## config.mk

```make
export PLATFORM = sky130hd
export DESIGN_NAME = lidar_packet_speed_parser_core
export DESIGN_NICKNAME = d
export VERILOG_FILES = /design/src/sv/lpsp_pkg.sv /design/src/sv/lpsp_in_stage.sv /design/src/sv/lpsp_parser.sv /design/src/sv/lpsp_out_stage.sv /design/src/sv/lidar_packet_speed_parser_core.sv
export SDC_FILE = /design/constraint.sdc
export NUM_CORES = 1
export LEC_CHECK = 0
export ABC_AREA = 1
export BUFFER_PORTS_ARGS = -buffer_cell sky130_fd_sc_hd__buf_2
export CAP_MARGIN = 5
export CORE_MARGIN = 2
export CORE_UTILIZATION = 60
export DETAILED_ROUTE_END_ITERATION = 7
export GPL_TIMING_DRIVEN = 0
export PLACE_DENSITY = 0.84
export SETUP_SLACK_MARGIN = 0.15
export SLEW_MARGIN = 10
export SYNTH_ARGS = -nofsm -noshare
export SYNTH_HDL_FRONTEND = slang
export SYNTH_SLANG_ARGS = --single-unit
export TNS_END_PERCENT = 20
```

## constraint.sdc

```tcl
create_clock -name clk -period 4.1 [get_ports clk]
set_clock_uncertainty 0.05 [all_clocks]
set_input_delay 0.615 -clock clk [delete_from_list [all_inputs] [get_ports clk]]
set_output_delay 0.615 -clock clk [all_outputs]
set_load 0.05 [all_outputs]
```

## src/sv/lpsp_pkg.sv

```systemverilog
// Types and constants of the sensor packet speed parser.
`default_nettype none

package lpsp_pkg;

	localparam logic [7:0] START_BYTE = 8'hFA;
	localparam logic [7:0] INDEX_LOW  = 8'hA0;
	localparam logic [7:0] INDEX_HIGH = 8'hF9;
	localparam int         FOLD_SHIFT = 15;
	localparam int         WORD_W     = 16;
	localparam int         BYTE_W     = 8;
	localparam int         MAX_ACC_W  = 32;

	typedef enum logic [2:0] {
		PH_SEARCH   = 3'd0,
		PH_INDEX    = 3'd1,
		PH_SPEED_LO = 3'd2,
		PH_SPEED_HI = 3'd3,
		PH_DATA_LO  = 3'd4,
		PH_DATA_HI  = 3'd5,
		PH_SUM_LO   = 3'd6,
		PH_SUM_HI   = 3'd7
	} phase_t;

	typedef struct packed {
		logic              valid;
		logic [WORD_W-1:0] speed;
	} result_t;

endpackage

`default_nettype wire

```

## src/sv/lpsp_in_stage.sv

```systemverilog
// Input register stage holding one received byte for the parser.
`default_nettype none

module lpsp_in_stage (
	input  wire logic                        clk,
	input  wire logic                        arst_n,
	input  wire logic                        in_valid,
	output logic                             in_ready,
	input  wire logic [lpsp_pkg::BYTE_W-1:0] rx_byte,
	input  wire logic                        advance,
	output logic                             valid_s1,
	output logic [lpsp_pkg::BYTE_W-1:0]      byte_s1
);

	assign in_ready = !valid_s1 || advance;

	always_ff @(posedge clk or negedge arst_n) begin
		if (!arst_n) begin
			valid_s1 <= 1'b0;
		end else if (in_ready) begin
			valid_s1 <= in_valid;
		end
	end

	always_ff @(posedge clk) begin
		if (in_ready && in_valid) begin
			byte_s1 <= rx_byte;
		end
	end

endmodule

`default_nettype wire

```

## src/sv/lpsp_parser.sv

```systemverilog
// Packet framing state machine with checksum accumulate and fold.
`default_nettype none

module lpsp_parser #(
	parameter int WORDS_PER_PACKET = 10
) (
	input  wire logic                        clk,
	input  wire logic                        arst_n,
	input  wire logic                        valid_s1,
	input  wire logic [lpsp_pkg::BYTE_W-1:0] byte_s1,
	input  wire logic                        out_free,
	output logic                             advance,
	output lpsp_pkg::result_t                result
);

	localparam int ACC_W = (lpsp_pkg::WORD_W + WORDS_PER_PACKET > lpsp_pkg::MAX_ACC_W) ?
		lpsp_pkg::MAX_ACC_W : lpsp_pkg::WORD_W + WORDS_PER_PACKET;
	localparam int WC_W  = $clog2(WORDS_PER_PACKET + 1);
	localparam int FS    = lpsp_pkg::FOLD_SHIFT;

	lpsp_pkg::phase_t phase_q, phase_next;
	logic [ACC_W-1:0]              acc_q;
	logic [WC_W-1:0]               count_q;
	logic [WC_W-1:0]               count_inc;
	logic [lpsp_pkg::WORD_W-1:0]   speed_q;
	logic [lpsp_pkg::BYTE_W-1:0]   low_q;
	logic [lpsp_pkg::WORD_W-1:0]   word;
	logic [ACC_W-1:0]              acc_add;
	logic [ACC_W-1:0]              acc_init;
	logic [ACC_W-1:0]              fold_hi;
	logic [ACC_W-1:0]              fold_sum;
	logic [FS-1:0]                 fold;
	logic                          index_ok;
	logic                          load_low;
	logic                          load_speed;
	logic                          load_init;
	logic                          load_add;
	logic                          load_count;
	logic                          sum_match;

	assign word      = {byte_s1, low_q};
	assign acc_add   = (acc_q << 1) + ACC_W'(word);
	assign acc_init  = ACC_W'({byte_s1, lpsp_pkg::START_BYTE});
	assign fold_hi   = acc_q >> FS;
	assign fold_sum  = ACC_W'(acc_q[FS-1:0]) + fold_hi;
	assign fold      = fold_sum[FS-1:0];
	assign sum_match = ({1'b0, fold} == word);
	assign count_inc = count_q + WC_W'(1);
	assign index_ok  = byte_s1 inside {[lpsp_pkg::INDEX_LOW:lpsp_pkg::INDEX_HIGH]};

	always_comb begin
		phase_next = phase_q;
		case (phase_q)
			lpsp_pkg::PH_SEARCH: begin
				if (byte_s1 == lpsp_pkg::START_BYTE) begin
					phase_next = lpsp_pkg::PH_INDEX;
				end
			end
			lpsp_pkg::PH_INDEX: begin
				if (index_ok) begin
					phase_next = lpsp_pkg::PH_SPEED_LO;
				end else if (byte_s1 != lpsp_pkg::START_BYTE) begin
					phase_next = lpsp_pkg::PH_SEARCH;
				end
			end
			lpsp_pkg::PH_SPEED_LO: phase_next = lpsp_pkg::PH_SPEED_HI;
			lpsp_pkg::PH_SPEED_HI: phase_next = lpsp_pkg::PH_DATA_LO;
			lpsp_pkg::PH_DATA_LO:  phase_next = lpsp_pkg::PH_DATA_HI;
			lpsp_pkg::PH_DATA_HI: begin
				if (count_inc >= WC_W'(WORDS_PER_PACKET)) begin
					phase_next = lpsp_pkg::PH_SUM_LO;
				end else begin
					phase_next = lpsp_pkg::PH_DATA_LO;
				end
			end
			lpsp_pkg::PH_SUM_LO:   phase_next = lpsp_pkg::PH_SUM_HI;
			lpsp_pkg::PH_SUM_HI:   phase_next = lpsp_pkg::PH_SEARCH;
			default:               phase_next = lpsp_pkg::PH_SEARCH;
		endcase
	end

	always_comb begin
		load_low     = 1'b0;
		load_speed   = 1'b0;
		load_init    = 1'b0;
		load_add     = 1'b0;
		load_count   = 1'b0;
		result.valid = 1'b0;
		result.speed = speed_q;
		case (phase_q)
			lpsp_pkg::PH_INDEX:    load_init = index_ok;
			lpsp_pkg::PH_SPEED_LO,
			lpsp_pkg::PH_DATA_LO,
			lpsp_pkg::PH_SUM_LO:   load_low = 1'b1;
			lpsp_pkg::PH_SPEED_HI: begin
				load_speed = 1'b1;
				load_add   = 1'b1;
			end
			lpsp_pkg::PH_DATA_HI: begin
				load_add   = 1'b1;
				load_count = 1'b1;
			end
			lpsp_pkg::PH_SUM_HI:   result.valid = valid_s1 && sum_match;
			default: begin
			end
		endcase
	end

	// stall only when a result must wait for the output register
	assign advance = valid_s1 && (!result.valid || out_free);

	always_ff @(posedge clk or negedge arst_n) begin
		if (!arst_n) begin
			phase_q <= lpsp_pkg::PH_SEARCH;
			acc_q   <= '0;
			count_q <= '0;
			speed_q <= '0;
			low_q   <= '0;
		end else if (advance) begin
			phase_q <= phase_next;
			if (load_low) begin
				low_q <= byte_s1;
			end
			if (load_speed) begin
				speed_q <= word;
				count_q <= WC_W'(2);
			end else if (load_count) begin
				count_q <= count_inc;
			end
			if (load_init) begin
				acc_q <= acc_init;
			end else if (load_add) begin
				acc_q <= acc_add;
			end else if (phase_q == lpsp_pkg::PH_SUM_HI) begin
				acc_q <= ACC_W'(fold);
			end
		end
	end

endmodule

`default_nettype wire

```

## src/sv/lpsp_out_stage.sv

```systemverilog
// Result register holding one speed word until the receiver takes it.
`default_nettype none

module lpsp_out_stage (
	input  wire logic                     clk,
	input  wire logic                     arst_n,
	input  wire lpsp_pkg::result_t        result,
	output logic                          out_free,
	output logic                          out_valid,
	input  wire logic                     out_ready,
	output logic [lpsp_pkg::WORD_W-1:0]   speed_word
);

	logic valid_q;

	assign out_free  = !valid_q || out_ready;
	assign out_valid = valid_q;

	always_ff @(posedge clk or negedge arst_n) begin
		if (!arst_n) begin
			valid_q <= 1'b0;
		end else if (out_free) begin
			valid_q <= result.valid;
		end
	end

	always_ff @(posedge clk) begin
		if (out_free && result.valid) begin
			speed_word <= result.speed;
		end
	end

endmodule

`default_nettype wire

```

## src/sv/lidar_packet_speed_parser_core.sv

```systemverilog
// Sensor packet parser: frames packets, checks the checksum, emits speed.
// Usage:
//   Input channel (in_valid, in_ready, rx_byte) takes one received serial byte
//   per transaction. Packets are 0xFA, an index byte 0xA0..0xF9, a little-endian
//   speed word, data words and a little-endian checksum word.
//   Output channel (out_valid, out_ready, speed_word) gives one transaction per
//   packet whose folded checksum matches; bad packets give nothing.
// Result path: the last checksum byte passes the input register, then the parser
//   checks it and the result register loads it, raising out_valid.
// Throughput: one byte per cycle unless a finished packet waits for the result
//   register (see Stall); the parser updates its state once per accepted byte.
// Stall: while the result register is full and out_ready is low, bytes that
//   do not complete a packet keep flowing; a byte that would finish a valid
//   packet waits in the input register and in_ready drops until the result
//   is taken.
// Reset: arst_n clears the valid flags of both registers and returns the parser
//   to the search for a start byte; no partial packet survives.
`default_nettype none

module lidar_packet_speed_parser_core #(
	parameter int WORDS_PER_PACKET = 10
) (
	input  wire logic                        clk,
	input  wire logic                        arst_n,
	input  wire logic                        in_valid,
	output logic                             in_ready,
	input  wire logic [lpsp_pkg::BYTE_W-1:0] rx_byte,
	output logic                             out_valid,
	input  wire logic                        out_ready,
	output logic [lpsp_pkg::WORD_W-1:0]      speed_word
);

	logic                         valid_s1;
	logic [lpsp_pkg::BYTE_W-1:0]  byte_s1;
	logic                         advance;
	logic                         out_free;
	lpsp_pkg::result_t            result;

	lpsp_in_stage u_in (
		.clk      (clk),
		.arst_n   (arst_n),
		.in_valid (in_valid),
		.in_ready (in_ready),
		.rx_byte  (rx_byte),
		.advance  (advance),
		.valid_s1 (valid_s1),
		.byte_s1  (byte_s1)
	);

	lpsp_parser #(
		.WORDS_PER_PACKET (WORDS_PER_PACKET)
	) u_parser (
		.clk      (clk),
		.arst_n   (arst_n),
		.valid_s1 (valid_s1),
		.byte_s1  (byte_s1),
		.out_free (out_free),
		.advance  (advance),
		.result   (result)
	);

	lpsp_out_stage u_out (
		.clk        (clk),
		.arst_n     (arst_n),
		.result     (result),
		.out_free   (out_free),
		.out_valid  (out_valid),
		.out_ready  (out_ready),
		.speed_word (speed_word)
	);

endmodule

`default_nettype wire

```

* Word-level counts from Yosys, hierarchy flattened
Index checks and enable logic that the tools add are counted.
** Cells by class
- Add/sub/neg operators :: 3
- Order comparisons :: 3
- Equal/unequal tests :: 12
- Mux-type cells :: 16
- Reduce and logical (&&, ||, !) cells :: 21
** Operators by type and width (count)
- 2-to-1 mux 26 bit :: 3
- adder 26 x 16 -> 26 bit :: 1
- one-hot mux 3 bit (8 select lines) :: 1
- equality test 15 x 16 -> 1 bit :: 1
- adder 15 x 11 -> 15 bit :: 1
- equality test 3 bit, second input constant :: 4
- 2-to-1 mux 3 bit :: 3
- equality test 8 bit, second input constant :: 1
- greater-or-equal comparator 8 bit, second input constant :: 1
- <= comparator 8 bit, second input constant :: 1
- 2-to-1 mux 4 bit :: 2
- inequality test 8 bit, second input constant :: 1
- AND reduction 2 bit :: 4
- equality test 3 x 2 -> 1 bit, second input constant :: 2
- 2-to-1 mux 1 bit :: 6
- logical AND 1 bit :: 5
- adder 4 x 1 -> 4 bit, second input constant :: 1
- greater-or-equal comparator 4 bit, second input constant :: 1
- equality test 3 x 1 -> 1 bit, second input constant :: 1
- zero test 1 bit :: 3
- zero test 3 bit :: 1
- logical OR 1 bit :: 3
- inequality test 3 x 1 -> 1 bit, second input constant :: 1
- AND reduction 3 bit :: 1
- 6 further kinds :: 6
** Word-level totals
- Register bits after elaboration :: 83
- Input port bits :: 12
- Logic and storage cells :: 64

* Depth between registers and ports, before layout
- Depth in word-level cells :: 9
- Mapped depth :: 20
- Gate-level depth less buffers :: 19

* Cells and area by module
From an unflattened synthesis, not the netlist that was laid out.
** Second synthesis, totals
- Cell total of the unflattened synthesis :: 844
- Area total of the unflattened synthesis :: 5921.9 um2
** By module, submodules not included
- lpsp_parser :: instances 1, cells each 808, area each 5111.2 um2, seq. area each 1426.4 um2
- lpsp_out_stage :: instances 1, cells each 22, area each 525.5 um2, seq. area each 505.5 um2
- lpsp_in_stage :: instances 1, cells each 14, area each 285.3 um2, seq. area each 265.3 um2

* Least setup slack after synthesis
OpenSTA, ideal clock, no wires.
- Path kind :: reg2reg
- Start point :: reg u_parser.acc_q[15]
- End point :: reg u_out.speed_word[0] (netlist name) (enable)
- Library setup time :: 0.388 ns
- Arrival time :: 2.669 ns
- Path slack :: 0.992 ns
- Cell stages (with the launch flop) :: 17
- Cells stage by stage :: dfrtp_1 -> ha_1 -> inv_1 -> fa_1 -> nand2_1 -> o21ai_0 -> nor2_1 -> nand2_1 -> nor2_1 -> nand2_1 -> nor2_1 -> nand2_1 -> nor2_1 -> nand2_1 -> nor2_1 -> nand2_1 -> nor2_1
** On the way
- Cells in the longest elaborated chain, start to end :: 5
** Ends and longest elaborated chain
- start: declaration :: RTL line lpsp_parser.sv:22 : logic [ACC_W-1:0] acc_q;
- start signal: assignment :: RTL line lpsp_parser.sv:131 : acc_q <= acc_init;
- start signal: assignment :: RTL line lpsp_parser.sv:135 : acc_q <= ACC_W'(fold);
- adder 15 x 11 -> 15 bit :: RTL line lpsp_parser.sv:45 : assign fold_sum = ACC_W'(acc_q[FS-1:0]) + fold_hi;
- equality test 15 x 16 -> 1 bit :: RTL line lpsp_parser.sv:47 : assign sum_match = ({1'b0, fold} == word);
- logical AND 1 bit :: RTL line lpsp_parser.sv:103 : lpsp_pkg::PH_SUM_HI: result.valid = valid_s1 && sum_match;
- 2-to-1 mux 1 bit :: RTL line lpsp_parser.sv:90 : case (phase_q)
- logical AND 1 bit :: RTL line lpsp_out_stage.sv:28 : if (out_free && result.valid) begin
- end signal: assignment :: RTL line lpsp_out_stage.sv:29 : speed_word <= result.speed;
- end: declaration :: RTL line lpsp_out_stage.sv:11 : output logic [lpsp_pkg::WORD_W-1:0] speed_word
Every way passes these cells.
A chain may end at the register's enable or synchronous reset.

* Worst setup path after layout
- Start point :: reg u_parser.acc_q[0]
- End point :: out in_ready
** On the way
- Cells in the longest elaborated chain, start to end :: 8
** Ends and longest elaborated chain
- adder 15 x 11 -> 15 bit :: RTL line lpsp_parser.sv:45
- equality test 15 x 16 -> 1 bit :: RTL line lpsp_parser.sv:47
- logical AND 1 bit :: RTL line lpsp_parser.sv:103
- 2-to-1 mux 1 bit :: RTL line lpsp_parser.sv:90
- zero test 1 bit :: RTL line lpsp_parser.sv:110 : assign advance = valid_s1 && (!result.valid || out_free);
- logical OR 1 bit :: RTL line lpsp_parser.sv:110
- logical AND 1 bit :: RTL line lpsp_parser.sv:110
- logical OR 1 bit :: RTL line lpsp_in_stage.sv:15 : assign in_ready = !valid_s1 || advance;
- end: declaration :: RTL line lidar_packet_speed_parser_core.sv:26 : output logic in_ready,
Every way passes these cells.

==> out/metrics.cfg <==
[global_route]
grtUsageTotal=0.3631
grt_max_degree=60
grt_pass1_vias=5739
grt_overflow=0
antenna_found_initial=0
grt_first_pass_wirelength_um=30190

[yosys]
synthDistinctLibCells=39
synth_ff_type=dfrtp_1
syn_inst=846
async_reset_ff_frac=0.7108
avgSynthCellArea_um2=7.074
synth_xor_area_frac=0.01861
synthSimpleGateAreaFrac=0.3912
yosys-top-cells-area=dfrtp_1 25%, nand2_1 18%, edfxtp_1 12%
netlist.top_cell.by_area=dfrtp_1
ys_ff_latch=83
synth_top_family_by_area=simple AND/OR/NAND/NOR gates
synthMuxAreaShare=0
syn_area_mm2=0.005984
synth_nets=888
yosys.area_share.adder=0.06523
yosysWarnings=0
synth_edf_count=24
netlist.area_leader.share=0.2467
synth_compound_area_frac=0.07631
yosysSeqAreaShare=0.3671

[place]
port_buffers=29
preCtsSetupSlack_ns=0.04469
gp_congestion=0.9673
hpwl_um=14660

[sta]
rsz0062_at_grt=false
setup_viol=0
tns_ns=0
hold_viol=0
setup_slack_ns=0.3118
worst_pin_slew_ns=0.8120
hold_ws_ns=0.2587
min_period_over_period=0.9239
relSlewSlack=0.4587
slew_violations=0
fmax_mhz=264.0
fin_crit_ns=3.788

[floorplanning]
die_height_um=103.9
initial_core_util=0.6151
fp.dieW_um=103.9
core_mm2=0.009729
ios=30
die-area_mm2=0.01079
rows=36

[power_and_ir_drop]
totalPowerFinal_mw=3.948
p_seq_frac=0.346
internal_power_mw=2.048
leakagePower_nw=3.348
p_per_area_mw_per_mm2=593.0
pwr-share-comb=0.497
peakVddDrop_mv=0.3246
sw_frac_of_total=0.4811
pwr-share-clk=0.158
p_sw_mw=1.899

[critical_path]
reg2reg_slack_ns=0.73
required_ns=3.43
startpoint_type=register
critPathArrivalTime_ns=3.12
end_kind=output port
cp_max_fo=10
crit_type=register to output port

[flow_run]
cap_violations=0

[clock_tree]
htreeDepth=3
cts.clk_slew.worst_paths_ns=0.10
clk_path_buf_depth=2
insertion_delay_ns=0.38
cts_hold_buf=0
tritoncts=done
cts_root_buffer=clkbuf_8
clock_sinks=83
cts-buffers-inserted=9

[drt]
vias=6293
drt_iter0_markers=798
viasPerCell=6.080
antenna_left=0
wl_um=19330
drtPass1Iterations=8
routedWlPerCell_um=18.67
drc_errors=0

[final_layout]
nNetsFinal=939
antennaDiodeCount=0
synthToLayoutAreaGrowth_pct=11.25
drive_gt1_frac=0.1220
final_util=0.6843

[worst_hold_path]
worstHoldPathType=primary input to asynchronous set/reset pin

[run_status]
status=finished clean

-- through the flow --
step | cell area, um^2 | std cells
2_1_floorplan | 5984 | 846
3_3_place_gp | 6296 | 1008
3_5_place_dp | 6299 | 1008
4_1_cts | 6528 | 1026
5_1_grt | 6658 | 1035
6_report | 6658 | 1035
-- worst max-delay path, stage by stage, from the launching register on --
cell and delay (ns):
dfrtp_1 0.41, ha_2 0.22, inv_1 0.08, fa_2 0.47
nand2_1 0.07, o21ai_0 0.07, nor2_1 0.08, nand2_1 0.08
nor2_1 0.10, nand2_1 0.07, nor2_2 0.11, nand2_1 0.06
nor2_1 0.10, nand2_1 0.08, nor2_2 0.14, nand3_2 0.12
buf_8 0.17, buf_6 0.15, buf_6 0.15
-- registers in the layout (all words and copies together) (netlist names) --
| name | cells |
|---|---|
| u_parser.acc_q | 26 |
| u_in.valid_s1 | 1 |
| u_in.byte_s1 | 8 |
| u_parser.phase_q | 3 |
| u_parser.count_q | 4 |
| u_parser.low_q | 8 |
| u_out.speed_word | 16 |
| u_parser.speed_q | 16 |
| u_out.out_valid | 1 |
-- synth_stat cells (2+ instances only) --
master	count
nand2_1	291
ha_1	28
o21ai_0	34
edfxtp_1	24
buf_4	3
nor4_1	2
buf_1	5
clkbuf_1	10
xor2_1	4
nand3b_1	4
a21oi_1	30
xnor2_1	6
fa_1	2
a21oi_2	2
nand4_1	65
nor3_1	5
buf_2	3
a31oi_1	2
nand3_2	7
nand3_1	79
dfrtp_1	59
nand2_2	4
buf_6	7
inv_2	6
nor2_1	66
inv_1	78
o211ai_1	6
o21a_1	3
-- layout by cell type (no fill, tap or decap), drive strengths merged, types with 2 or more instances in the layout --
cell      synthesis  routed
nand4            65      65
o211ai            6       6
nor2             67      67
xor2              4       4
fa                2       2
nor4              2       2
inv              84      86
edfxtp           24      24
nand2           295     295
a31oi             2       2
nand3b            4       4
nand3            86      86
dfrtp            59      59
a21oi            32      32
buf              18      58
ha               28      28
nor3              6       6
o21ai            34      34
clkinvlp          0       2
xnor2             6       6
clkbuf           10      20
o21a              3       3
-- per-layer routing --
layer  track usage  vias up  part of all wire
met5             0        -                 0
met4        0.1737        0             0.043
met3        0.1228       74              0.13
met2        0.5287      372              0.43
met1        0.4871     2906              0.40
li1              -     2941                 -
-- layout make-up --
type                            instances  area [um^2]
Buffer                                 28        176.4
Inverter                               84        315.3
Clock buffer                           10        127.6
Timing Repair Buffer                   40        236.5
Sequential cell                        83         2201
Multi-Input combinational cell        651         3361
Fill cell                             850         3072
Clock inverter                          6        73.82
Tap cell                              133        166.4
-- final timing paths --
kind | from | endpoint | depth (start not counted)
setup / recovery | u_parser.acc_q[0] | in_ready | 18
min in group clk | rx_byte[2] | u_in.byte_s1[2] | 1
hold reg to reg | u_parser.speed_q[11] | u_out.speed_word[11] | 0
max in group asynchronous | arst_n | u_parser.acc_q[15] | 1
hold / removal | arst_n | u_parser.acc_q[22] | 1
setup reg to reg | u_parser.acc_q[0] | u_out.speed_word[15] | 17
-- logic make-up after synthesis --
| kind of cell | count (synthesis) |
|---|---|
| compound gates | 82 |
| xor+xnor | 11 |
| fa+ha+maj | 30 |
| buf+inv | 112 |
| flops | 83 |
| simple gates | 528 |
-- power groups by stage --
| stage | logic [mW] | clock network (mW) | registers, mW |
|---|---|---|---|
| floorplan | 1.40 | 0 | 1.25 |
| global placement | 1.80 | 0 | 1.35 |
| detailed placement | 1.86 | 0 | 1.37 |
| CTS | 1.89 | 0.620 | 1.35 |
| global route | 2.19 | 0.660 | 1.38 |
| finish | 1.96 | 0.622 | 1.36 |
-- timing repair --
action                     in CTS  in global routing
resized for setup               6                 17
setup endpoints to repair      17                  1
buffers inserted                2                  9
pin swaps                       0                  1
Note: power is estimated with default switching activity, not from simulation.
